### src/sv/esc_pkg.sv
`timescale 1ns / 1ps
package esc_pkg;

  localparam logic [31:0] LIMIT_SECONDS = 32'd4102444800;

  // days = (secs >> 7) / 675, reciprocal scaled by 2^32
  localparam logic [22:0] DAY_RECIP  = 23'd6362914;
  localparam logic [9:0]  DAY_DIV    = 10'd675;

  // four-year cycle, reciprocal scaled by 2^27
  localparam logic [16:0] CYC_RECIP  = 17'd91867;
  localparam logic [10:0] CYC_DAYS   = 11'd1461;

  // hour, reciprocal scaled by 2^28
  localparam logic [16:0] HOUR_RECIP = 17'd74565;
  localparam logic [11:0] HOUR_SECS  = 12'd3600;

  // minute, reciprocal scaled by 2^16
  localparam logic [10:0] MIN_RECIP  = 11'd1092;
  localparam logic [5:0]  MIN_SECS   = 6'd60;

  localparam logic [11:0] FIRST_YEAR = 12'd1970;
  localparam logic [11:0] FIRST_LEAP = 12'd1972;
  localparam logic [15:0] YEAR_DAYS  = 16'd365;

  typedef enum logic [2:0] {
    YR_1970  = 3'b001,
    YR_1971  = 3'b010,
    YR_CYCLE = 3'b100
  } yr_cls_t;

  typedef struct packed {
    logic [11:0] year;
    logic [3:0]  month;
    logic [4:0]  day;
  } date_t;

  typedef struct packed {
    logic [4:0] hour;
    logic [5:0] minute;
    logic [5:0] second;
  } tod_t;

  // first day of year for a zero-based month
  function automatic logic [8:0] month_start(input logic [3:0] m, input logic leap);
    logic [8:0] base;
    begin
      case (m)
        4'd0:    base = 9'd0;
        4'd1:    base = 9'd31;
        4'd2:    base = 9'd59;
        4'd3:    base = 9'd90;
        4'd4:    base = 9'd120;
        4'd5:    base = 9'd151;
        4'd6:    base = 9'd181;
        4'd7:    base = 9'd212;
        4'd8:    base = 9'd243;
        4'd9:    base = 9'd273;
        4'd10:   base = 9'd304;
        4'd11:   base = 9'd334;
        default: base = 9'd0;
      endcase
      if (leap && (m >= 4'd2)) begin
        base = base + 9'd1;
      end
      return base;
    end
  endfunction

endpackage

### src/sv/esc_daysplit.sv
`timescale 1ns / 1ps
module esc_daysplit
  import esc_pkg::*;
(
  input  logic        clk,
  input  logic [31:0] secs,
  output logic [15:0] days,
  output logic [16:0] rem
);

  logic [47:0] prod_r, prod_nxt;
  logic [24:0] s7_r;
  logic [6:0]  lo7_r;
  logic [15:0] days_r, days_nxt;
  logic [16:0] rem_r, rem_nxt;

  logic [15:0] q0;
  logic [25:0] r_full;
  logic [10:0] r0;
  logic [9:0]  r;

  assign prod_nxt = 48'(secs[31:7]) * 48'(DAY_RECIP);

  always_comb begin
    q0     = prod_r[47:32];
    r_full = 26'(s7_r) - 26'(q0) * 26'(DAY_DIV);
    r0     = r_full[10:0];
    if (r0 >= 11'(DAY_DIV)) begin
      days_nxt = q0 + 16'd1;
      r        = 10'(r0 - 11'(DAY_DIV));
    end else begin
      days_nxt = q0;
      r        = r0[9:0];
    end
    rem_nxt = {r, lo7_r};
  end

  always_ff @(posedge clk) begin
    prod_r <= prod_nxt;
    s7_r   <= secs[31:7];
    lo7_r  <= secs[6:0];
    days_r <= days_nxt;
    rem_r  <= rem_nxt;
  end

  assign days = days_r;
  assign rem  = rem_r;

endmodule

### src/sv/esc_date.sv
`timescale 1ns / 1ps
module esc_date
  import esc_pkg::*;
(
  input  logic        clk,
  input  logic [15:0] days,
  output date_t       date
);

  // stage 3: year class and cycle product
  yr_cls_t     cls3_r, cls3_nxt;
  logic [15:0] e3_r, e3_nxt;
  logic [32:0] p3_r, p3_nxt;

  // stage 4: cycle number and day in cycle
  yr_cls_t     cls4_r;
  logic [5:0]  cyc4_r, cyc4_nxt;
  logic [10:0] c4_r, c4_nxt;

  // stage 5: year and day of year
  logic [11:0] year5_r, year5_nxt;
  logic [8:0]  doy5_r, doy5_nxt;
  logic        leap5_r, leap5_nxt;

  date_t       date_r, date_nxt;

  logic [5:0]  cyc0;
  logic [16:0] c_full;
  logic [11:0] c0;
  logic [1:0]  off;
  logic [3:0]  m;

  always_comb begin
    if (days < YEAR_DAYS) begin
      cls3_nxt = YR_1970;
      e3_nxt   = days;
    end else if (days < (YEAR_DAYS << 1)) begin
      cls3_nxt = YR_1971;
      e3_nxt   = days - YEAR_DAYS;
    end else begin
      cls3_nxt = YR_CYCLE;
      e3_nxt   = days - (YEAR_DAYS << 1);
    end
    p3_nxt = 33'(e3_nxt) * 33'(CYC_RECIP);
  end

  always_comb begin
    cyc0   = p3_r[32:27];
    c_full = 17'(e3_r) - 17'(cyc0) * 17'(CYC_DAYS);
    c0     = c_full[11:0];
    if (cls3_r != YR_CYCLE) begin
      cyc4_nxt = '0;
      c4_nxt   = e3_r[10:0];
    end else if (c0 >= 12'(CYC_DAYS)) begin
      cyc4_nxt = cyc0 + 6'd1;
      c4_nxt   = 11'(c0 - 12'(CYC_DAYS));
    end else begin
      cyc4_nxt = cyc0;
      c4_nxt   = c0[10:0];
    end
  end

  always_comb begin
    off       = 2'd0;
    leap5_nxt = 1'b0;
    doy5_nxt  = c4_r[8:0];
    year5_nxt = FIRST_YEAR;
    case (cls4_r)
      YR_1970: begin
        year5_nxt = FIRST_YEAR;
      end
      YR_1971: begin
        year5_nxt = FIRST_YEAR + 12'd1;
      end
      YR_CYCLE: begin
        if (c4_r < 11'd366) begin
          off       = 2'd0;
          leap5_nxt = 1'b1;
          doy5_nxt  = c4_r[8:0];
        end else if (c4_r < 11'd731) begin
          off      = 2'd1;
          doy5_nxt = 9'(c4_r - 11'd366);
        end else if (c4_r < 11'd1096) begin
          off      = 2'd2;
          doy5_nxt = 9'(c4_r - 11'd731);
        end else begin
          off      = 2'd3;
          doy5_nxt = 9'(c4_r - 11'd1096);
        end
        year5_nxt = FIRST_LEAP + {4'd0, cyc4_r, 2'b00} + {10'd0, off};
      end
      default: begin
        year5_nxt = FIRST_YEAR;
      end
    endcase
  end

  always_comb begin
    m = '0;
    for (int i = 1; i < 12; i++) begin
      if (doy5_r >= month_start(4'(i), leap5_r)) begin
        m = 4'(i);
      end
    end
    date_nxt.year  = year5_r;
    date_nxt.month = m + 4'd1;
    date_nxt.day   = 5'(doy5_r - month_start(m, leap5_r) + 9'd1);
  end

  always_ff @(posedge clk) begin
    cls3_r  <= cls3_nxt;
    e3_r    <= e3_nxt;
    p3_r    <= p3_nxt;
    cls4_r  <= cls3_r;
    cyc4_r  <= cyc4_nxt;
    c4_r    <= c4_nxt;
    year5_r <= year5_nxt;
    doy5_r  <= doy5_nxt;
    leap5_r <= leap5_nxt;
    date_r  <= date_nxt;
  end

  assign date = date_r;

endmodule

### src/sv/esc_tod.sv
`timescale 1ns / 1ps
module esc_tod
  import esc_pkg::*;
(
  input  logic        clk,
  input  logic [16:0] rem,
  output tod_t        tod
);

  logic [33:0] ph3_r, ph3_nxt;
  logic [16:0] rem3_r;
  logic [4:0]  hour4_r, hour4_nxt;
  logic [11:0] rh4_r, rh4_nxt;
  logic [4:0]  hour5_r;
  logic [22:0] pm5_r, pm5_nxt;
  logic [11:0] rh5_r;
  tod_t        tod_r, tod_nxt;

  logic [4:0]  h0;
  logic [16:0] rh_full;
  logic [12:0] rh0;
  logic [5:0]  m0;
  logic [11:0] s_full;
  logic [6:0]  s0;

  assign ph3_nxt = 34'(rem) * 34'(HOUR_RECIP);
  assign pm5_nxt = 23'(rh4_r) * 23'(MIN_RECIP);

  always_comb begin
    h0      = ph3_r[32:28];
    rh_full = rem3_r - 17'(h0) * 17'(HOUR_SECS);
    rh0     = rh_full[12:0];
    if (rh0 >= 13'(HOUR_SECS)) begin
      hour4_nxt = h0 + 5'd1;
      rh4_nxt   = 12'(rh0 - 13'(HOUR_SECS));
    end else begin
      hour4_nxt = h0;
      rh4_nxt   = rh0[11:0];
    end
  end

  always_comb begin
    m0     = pm5_r[21:16];
    s_full = rh5_r - 12'(m0) * 12'(MIN_SECS);
    s0     = s_full[6:0];
    tod_nxt.hour = hour5_r;
    if (s0 >= 7'(MIN_SECS)) begin
      tod_nxt.minute = m0 + 6'd1;
      tod_nxt.second = 6'(s0 - 7'(MIN_SECS));
    end else begin
      tod_nxt.minute = m0;
      tod_nxt.second = s0[5:0];
    end
  end

  always_ff @(posedge clk) begin
    ph3_r   <= ph3_nxt;
    rem3_r  <= rem;
    hour4_r <= hour4_nxt;
    rh4_r   <= rh4_nxt;
    hour5_r <= hour4_r;
    pm5_r   <= pm5_nxt;
    rh5_r   <= rh4_r;
    tod_r   <= tod_nxt;
  end

  assign tod = tod_r;

endmodule

### src/sv/epoch_seconds_to_calendar_top.sv
`timescale 1ns / 1ps
// Throughput: one item per cycle while busy is low; six register stages, split into day/second
// division, year walk, month lookup and time-of-day division by reciprocals.
// busy is high only during reset and the first cycle after it.
// Reset (rst_n, synchronous) clears the valid pipeline; no results are pending.
// out_valid is high for a single cycle per result; the receiver cannot stall.
module epoch_seconds_to_calendar_top
  import esc_pkg::*;
(
  input  logic        clk,
  input  logic        rst_n,
  input  logic        start,
  output logic        busy,
  input  logic [31:0] in_epoch_seconds,
  output logic        out_valid,
  output logic [11:0] out_year,
  output logic [3:0]  out_month,
  output logic [4:0]  out_day_of_month,
  output logic [4:0]  out_hour,
  output logic [5:0]  out_minute,
  output logic [5:0]  out_second,
  output logic        out_out_of_range
);

  localparam int Depth = 6;

  logic             busy_r;
  logic [Depth-1:0] vld_r, vld_nxt;
  logic [Depth-1:0] oor_r;
  logic             accept;
  logic             good;

  logic [15:0] days;
  logic [16:0] rem;
  date_t       date;
  tod_t        tod;

  assign accept  = start && !busy_r;
  assign vld_nxt = {vld_r[Depth-2:0], accept};

  always_ff @(posedge clk) begin
    if (!rst_n) begin
      busy_r <= 1'b1;
      vld_r  <= '0;
    end else begin
      busy_r <= 1'b0;
      vld_r  <= vld_nxt;
    end
  end

  always_ff @(posedge clk) begin
    oor_r <= {oor_r[Depth-2:0], (in_epoch_seconds >= LIMIT_SECONDS)};
  end

  esc_daysplit u_daysplit (
    .clk  (clk),
    .secs (in_epoch_seconds),
    .days (days),
    .rem  (rem)
  );

  esc_date u_date (
    .clk  (clk),
    .days (days),
    .date (date)
  );

  esc_tod u_tod (
    .clk (clk),
    .rem (rem),
    .tod (tod)
  );

  assign good             = vld_r[Depth-1] && !oor_r[Depth-1];
  assign busy             = busy_r;
  assign out_valid        = vld_r[Depth-1];
  assign out_out_of_range = vld_r[Depth-1] && oor_r[Depth-1];
  assign out_year         = good ? date.year  : '0;
  assign out_month        = good ? date.month : '0;
  assign out_day_of_month = good ? date.day   : '0;
  assign out_hour         = good ? tod.hour   : '0;
  assign out_minute       = good ? tod.minute : '0;
  assign out_second       = good ? tod.second : '0;

`ifndef ASSERT_OFF
  a_latency: assert property (@(posedge clk) disable iff (!rst_n)
    (start && !busy) |-> ##6 out_valid)
    else $error("accepted item did not produce a result after six cycles");

  a_no_phantom: assert property (@(posedge clk) disable iff (!rst_n)
    out_valid |-> $past(start && !busy, 6))
    else $error("result without an accepted item");

  a_date_range: assert property (@(posedge clk) disable iff (!rst_n)
    (out_valid && !out_out_of_range) |->
      (out_year >= 12'd1970 && out_year <= 12'd2099 &&
       out_month >= 4'd1 && out_month <= 4'd12 && out_day_of_month >= 5'd1 &&
       out_hour <= 5'd23 && out_minute <= 6'd59 && out_second <= 6'd59))
    else $error("calendar field out of range");
`endif

endmodule

### config.mk
export PLATFORM = sky130hd
export DESIGN_NAME = epoch_seconds_to_calendar_top
export DESIGN_NICKNAME = d
export VERILOG_FILES = /design/src/sv/esc_pkg.sv /design/src/sv/esc_daysplit.sv /design/src/sv/esc_date.sv /design/src/sv/esc_tod.sv /design/src/sv/epoch_seconds_to_calendar_top.sv
export SDC_FILE = /design/constraint.sdc
export NUM_CORES = 2
export LEC_CHECK = 0
export BUFFER_PORTS_ARGS = -buffer_cell sky130_fd_sc_hd__clkbuf_2
export CORE_MARGIN = 2
export CORE_UTILIZATION = 66
export CTS_CLUSTER_DIAMETER = 200
export DETAILED_ROUTE_END_ITERATION = 10
export GPL_ROUTABILITY_DRIVEN = 0
export HOLD_SLACK_MARGIN = 0.05
export MAX_ROUTING_LAYER = met4
export PLACE_DENSITY_LB_ADDON = 0.25
export SLEW_MARGIN = 25
export SYNTH_ARGS = -nofsm -noshare
export SYNTH_HDL_FRONTEND = slang
export SYNTH_HIERARCHICAL = 1
export SYNTH_SLANG_ARGS = --single-unit
### constraint.sdc
create_clock -name clk -period 9.63 [get_ports clk]
set_clock_uncertainty 0.05 [all_clocks]
set_input_delay 1.4445 -clock clk [delete_from_list [all_inputs] [get_ports clk]]
set_output_delay 1.4445 -clock clk [all_outputs]
set_load 0.005 [all_outputs]
* Word level (Yosys, flattened, before mapping)
Memory sizes are Yosys's and may differ from the RTL's.
Cells that the tools add are included.
** Storage, ports and cells
- Memory bits (read-only) :: 144
- Output and inout bits :: 41
- Bits in latches :: 0
- Memory bits (writable) :: 0
- Memories :: 1
- Word-level logic and storage cells :: 143
- Input bits :: 35
- Register bits :: 334
** Memories
- (name not given) :: depth 16, width 9, read ports 1, clocked after Yosys merged registers in 0, wr ports 0, RTL line esc_pkg.sv:48 : case (m)
** Operators by class
- Div/mod/pow operators :: 0
- Multiplexer cells :: 50
- Multiply operators :: 8
- Reductions and logical operators :: 6
- Shifts and indexed selects :: 0
- $lt $le $gt $ge :: 22
- Bitwise gates (word level) :: 0
- Add/sub/neg operators :: 23
- Equality and inequality tests :: 3
** Operators by type and width (number)
- 16-bit two-way mux :: 3
- 25-bit by 22-bit multiplier with 47-bit output, second input constant :: 1
- 9-bit by 8-bit greater-or-equal comparator with 1-bit output :: 4
- 12-bit two-way mux :: 3
- 9-bit two-way mux :: 4
- 16-bit by 17-bit multiplier with 33-bit output, second input constant :: 1
- 17-bit by 17-bit multiplier with 33-bit output, second input constant :: 1
- 32-bit greater-or-equal comparator, second input constant :: 1
- 9-bit greater-or-equal comparator :: 3
- 4-bit two-way mux :: 6
- 12-bit case mux with 2 select lines :: 1
- 11-bit two-way mux :: 2
- 3-bit two-way mux :: 7
- 12-bit by 9-bit multiplier with 20-bit output, second input constant :: 1
- 5-bit two-way mux :: 4
- 9-bit by 7-bit greater-or-equal comparator with 1-bit output :: 2
- 6-bit two-way mux :: 3
- 16-bit by 1-bit adder with 16-bit output, second input constant :: 1
- 16-bit by 10-bit less-than comparator with 1-bit output, second input constant :: 1
- 16-bit by 9-bit less-than comparator with 1-bit output, second input constant :: 1
- 16-bit by 10-bit multiplier with 11-bit output, second input constant :: 1
- 16-bit by 10-bit subtractor with 16-bit output, second input constant :: 1
- 16-bit by 9-bit subtractor with 16-bit output, second input constant :: 1
- 5-bit by 1-bit adder with 5-bit output, second input constant :: 3
- other kinds (37) :: 56

* Logic depth before layout (Yosys ltp)
- Word-level depth :: 17
- Gate-level depth with buffers :: 32
- Mapped depth without buffers :: 31

* Cells and area by module
The synthesis kept the hierarchy.
** Modules (own cells, without submodules)
- esc_daysplit :: cells an instance 1009, sequential area each 1341.3 um2, times used 1, area each 10811.6 um2
- esc_date :: cells an instance 1164, sequential area each 1681.6 um2, times used 1, area each 10467.5 um2
- esc_tod :: cells an instance 723, sequential area each 1401.3 um2, times used 1, area each 7497.2 um2
- epoch_seconds_to_calendar_top :: cells an instance 78, sequential area each 260.2 um2, times used 1, area each 655.6 um2

* Worst setup path before layout
OpenSTA, ideal clock, no wires.
- Path kind :: reg2reg
- Start point :: register u_daysplit.days_r[7] (netlist: u_daysplit/days[7])
- End point :: register u_date.p3_r[28]
- Path buffers :: 1
- Setup time :: 0.123 ns
- Setup slack :: 2.270 ns
- Arrival :: 7.187 ns
- Stages on the path, launching flop included :: 29
- Required time :: 9.457 ns
- Period minus slack after synthesis :: 7.360 ns
- Path through :: dfxtp_1 -> clkbuf_1 -> a21oi_1 -> a211oi_2 -> nor2_8 -> o21ai_0 -> nand4_1 -> or2_2 -> xnor2_1 -> ha_1 -> inv_1 -> fa_1 -> fa_1 -> inv_1 -> fa_1 -> fa_1 -> inv_1 -> fa_1 -> inv_1 -> ha_1 -> a21o_1 -> a21o_1 -> a2111oi_0 -> nor3b_1 -> o21ai_0 -> a21oi_1 -> or4_4 -> a21oi_1 -> o22ai_1
** On the way
- Cells in the longest elaborated chain, start to end :: 4
- Elaborated cells on any way between the ends :: 7
- Those cells by class :: add/sub (2); mul (1); order compare (2); mux (2)
** Ends and longest elaborated chain
- start: declaration :: RTL line esc_daysplit.sv:14 : logic [15:0] days_r, days_nxt;
- start signal: assignment :: RTL line esc_daysplit.sv:42 : days_r <= days_nxt;
- 16-bit by 10-bit subtractor with 16-bit output (tied with other cells) :: RTL line esc_date.sv:42 : e3_nxt = days - (YEAR_DAYS << 1);
- 16-bit two-way mux :: RTL line esc_date.sv:37 : end else if (days < (YEAR_DAYS << 1)) begin
- 16-bit two-way mux * :: RTL line esc_date.sv:34 : if (days < YEAR_DAYS) begin
- 16-bit by 17-bit multiplier with 33-bit output * :: RTL line esc_date.sv:44 : p3_nxt = 33'(e3_nxt) * 33'(CYC_RECIP);
- named net u_date.p3_nxt[28] :: RTL line esc_date.sv:13 : logic [32:0] p3_r, p3_nxt;
- end signal: assignment :: RTL line esc_date.sv:113 : p3_r <= p3_nxt;
- end: declaration :: RTL line esc_date.sv:13
Mark *: on every way through the listed nets, which the timed path passes. The rest lies on a longest branch.
A chain may end at the register's enable or synchronous reset.

* Final worst setup path
- Start point :: register u_daysplit.days_r[1] (netlist: u_daysplit/days[1])
- End point :: register u_date.p3_r[28]
The elaborated chain is that of the path after synthesis.

==> flow_summary.ini <==
[worst_setup_path]
startpoint = u_daysplit/days[1]$_DFF_P_
r2r_cells = 28
cp.arrival_ps = 8480
rrSetupSlack_ps = 1500
crit_path_end_kind = register
cp.required_ps = 9980
worstSetupStartpointType = register
critPathMaxFanout = 6
slowest_delay_ps = 590
r2r_start = u_daysplit/days[1]$_DFF_P_
r2r-end = u_date/p3_r[28]$_DFF_P_
criticalPathCategory = reg -> reg
cp_slowest_cell = a2111oi_0

[timing]
worst_slack_ps = 1500
min_period_over_period_pct = 84.4
hold_ws_ps = 275
max_slew.worst_pin.slew_ps = 864
finalSetupTns_ps = 0
setup_viol = 0
rsz0062_at_grt = false
slew_headroom_pct = 42.0
fmax_mhz = 123
hold_violations = 0
finalWorstPathRequiredPeriod_ps = 8130
drv_slew = 0

[worst_hold_path]
min_to = oor_r[3]$_DFF_P_
holdCritStartpoint = oor_r[2]$_DFF_P_
hp-class = reg -> reg
min_path_cells = 0

[logic_synthesis]
yosysSeqAreaShare_pct = 15.9
synth_nets = 4043
synth.top_cell.area_share_pct = 29.8
yosys-top-cells-count = ha_1, inv_1, fa_1
yosys_register_bits = 234
synthCells = 2974
synthTopCellsByArea = ha_1, fa_1, dfxtp_1, inv_1, xnor2_1
syn_avg_cell_area_um2 = 9.90
yosysMostFrequentCell = ha_1
yosys.cell_types.count = 92
synth_warnings = 6
synth_enable_flop_cells = 0
syn_area_um2 = 29400
yosysTopAreaCell = ha_1
yosys_most_used_dff = dfxtp_1
synth-async-reset-ratio_pct = 0

[drt]
drt_iter0_markers = 1317
drt_wl_total_mm = 61.9
ant_nets = 0
vias_per_cell = 5.63
dr.pass1.iters = 6
vias = 20600
avgRoutedWirePerCell_um = 16.9
drcViolationCount = 0

[clocking]
cts_max_path_buffers = 3
postCtsSetupBuffers = 0
cts_hold_buffers = 0
clkSinkCount = 234
cts_buffers = 25
cts_tree = yes
cts_resized = 0
cts_root_buf = clkbuf_16
clkTransAtPathRegs_ps = 70
htreeDepth = 1
clock_latency_ps = 520

[finish]
antennaDiodeCount = 0
final_area_um2 = 31300
synthToLayoutAreaGrowth_pct = 6.41
finalNetCount = 4118
drive_gt1_share_pct = 5.64
fillers = 3210

[placement]
dp.final_hpwl_mm = 51.9
placed_cell_area_um2 = 30400
port_buffers = 75
pre_cts_slack_ps = 1580

[status]
outcome = completed

[floorplanning]
die_h_um = 215
rows = 77
die_w_um = 215
core-area_um2 = 44100
die_area_um2 = 46300
initial_core_util_pct = 66.7
io_pins = 76

[global_route]
grt_max_degree = 39
grt_pass1_wl_mm = 106
antenna_found_initial = 0
grt_overflow = 0
grt_usage_pct = 28.5
grt_pass1_vias = 22300

[job]
cap_violations = 0
per-layer routing:
metal  share of wire [%]  wire length [um]  global-route usage (%)
met5                   0                 0                       -
met4                 2.9              1790                    8.28
met3                 3.9              2420                    2.17
met2                  50             31300                    50.4
met1                  43             26400                    34.9
cells in the final DEF, fill, tap and decap left out, types with 7 or more instances in the layout:
master | Yosys | final
xor2_1 | 53 | 53
clkbuf_16 | 0 | 25
o21ai_0 | 72 | 72
nor2b_1 | 14 | 13
xnor2_1 | 110 | 110
o21bai_1 | 8 | 8
inv_1 | 617 | 617
nand3_1 | 32 | 32
nand4_1 | 21 | 21
and3_1 | 16 | 16
a211oi_1 | 13 | 13
fa_1 | 333 | 333
and2_1 | 53 | 53
dfxtp_1 | 234 | 234
clkbuf_2 | 3 | 75
o211ai_1 | 15 | 15
or3_1 | 12 | 12
nand2_1 | 113 | 113
o21a_1 | 23 | 23
nor4_1 | 7 | 7
nor4b_1 | 7 | 7
or2_2 | 11 | 11
a21o_1 | 52 | 52
ha_1 | 701 | 701
a31oi_1 | 15 | 15
a21oi_1 | 108 | 108
nor2_1 | 105 | 105
nor3_1 | 32 | 32
nor3b_1 | 7 | 7
a211o_1 | 8 | 8
nand2b_1 | 19 | 19
kinds of logic after synthesis:
kind of cell / after synthesis / share of synthesized area (%)
fa+ha+maj: 1034 / 52.5
compound gates: 408 / 9.49
mux: 11 / 0.395
buf+inv: 647 / 8.32
flops: 234 / 15.9
xor+xnor: 166 / 5.02
simple gates: 474 / 8.41
worst max-delay path by stage:
stage	slack, ps	endpoint	depth (start not counted)
5_1_grt	1060	u_date/p3_r[32]$_DFF_P_	28
3_3_place_gp	1750	u_date/p3_r[28]$_DFF_P_	28
2_1_floorplan	2270	u_date/p3_r[28]$_DFF_P_	28
4_1_cts	1540	u_date/p3_r[28]$_DFF_P_	28
3_5_place_dp	1580	u_date/p3_r[28]$_DFF_P_	28
6_report	1500	u_date/p3_r[28]$_DFF_P_	28
metrics by stage:
step,util (%),std cells
after global routing,71.0,3660
final,71.0,3660
after global placement,69.0,3613
after CTS,70.9,3659
after floorplan,-,2974
after detailed placement,69.0,3613
critical path: cells and delay by family, from the launching register on:
kind,cells,cell delay (ps)
buf+inv,5,450
fa+ha+maj,8,3360
compound gates,8,1860
flops,1,420
xor+xnor,1,320
simple gates,6,1530
registers in the layout, indices dropped and copies added (netlist names), 9 cells and up:
name               cells
u_daysplit/s7_r       11
u_daysplit/rem        17
u_tod/rem3_r          13
u_date/year5_r        12
u_date/date           21
u_tod/tod             17
u_date/doy5_r          9
u_date/c4_r           11
u_tod/rh4_r           12
u_daysplit/prod_r     16
u_date/e3_r           11
u_daysplit/days       16
area by class of cell:
| cell class | count | area, um^2 | area share, % |
|---|---|---|---|
| repair buffers | 77 | 398 | 1.27 |
| well taps | 592 | 741 | 2.37 |
| multi-input cells | 2093 | 22300 | 71.3 |
| clock inverters | 15 | 163 | 0.519 |
| inverters | 618 | 2320 | 7.41 |
| flip-flops and latches | 234 | 4680 | 15.0 |
| clock buffers | 31 | 698 | 2.23 |
Power is not shown: default switching activity piles up to over one toggle a cycle in this logic, so the estimate is an artifact.
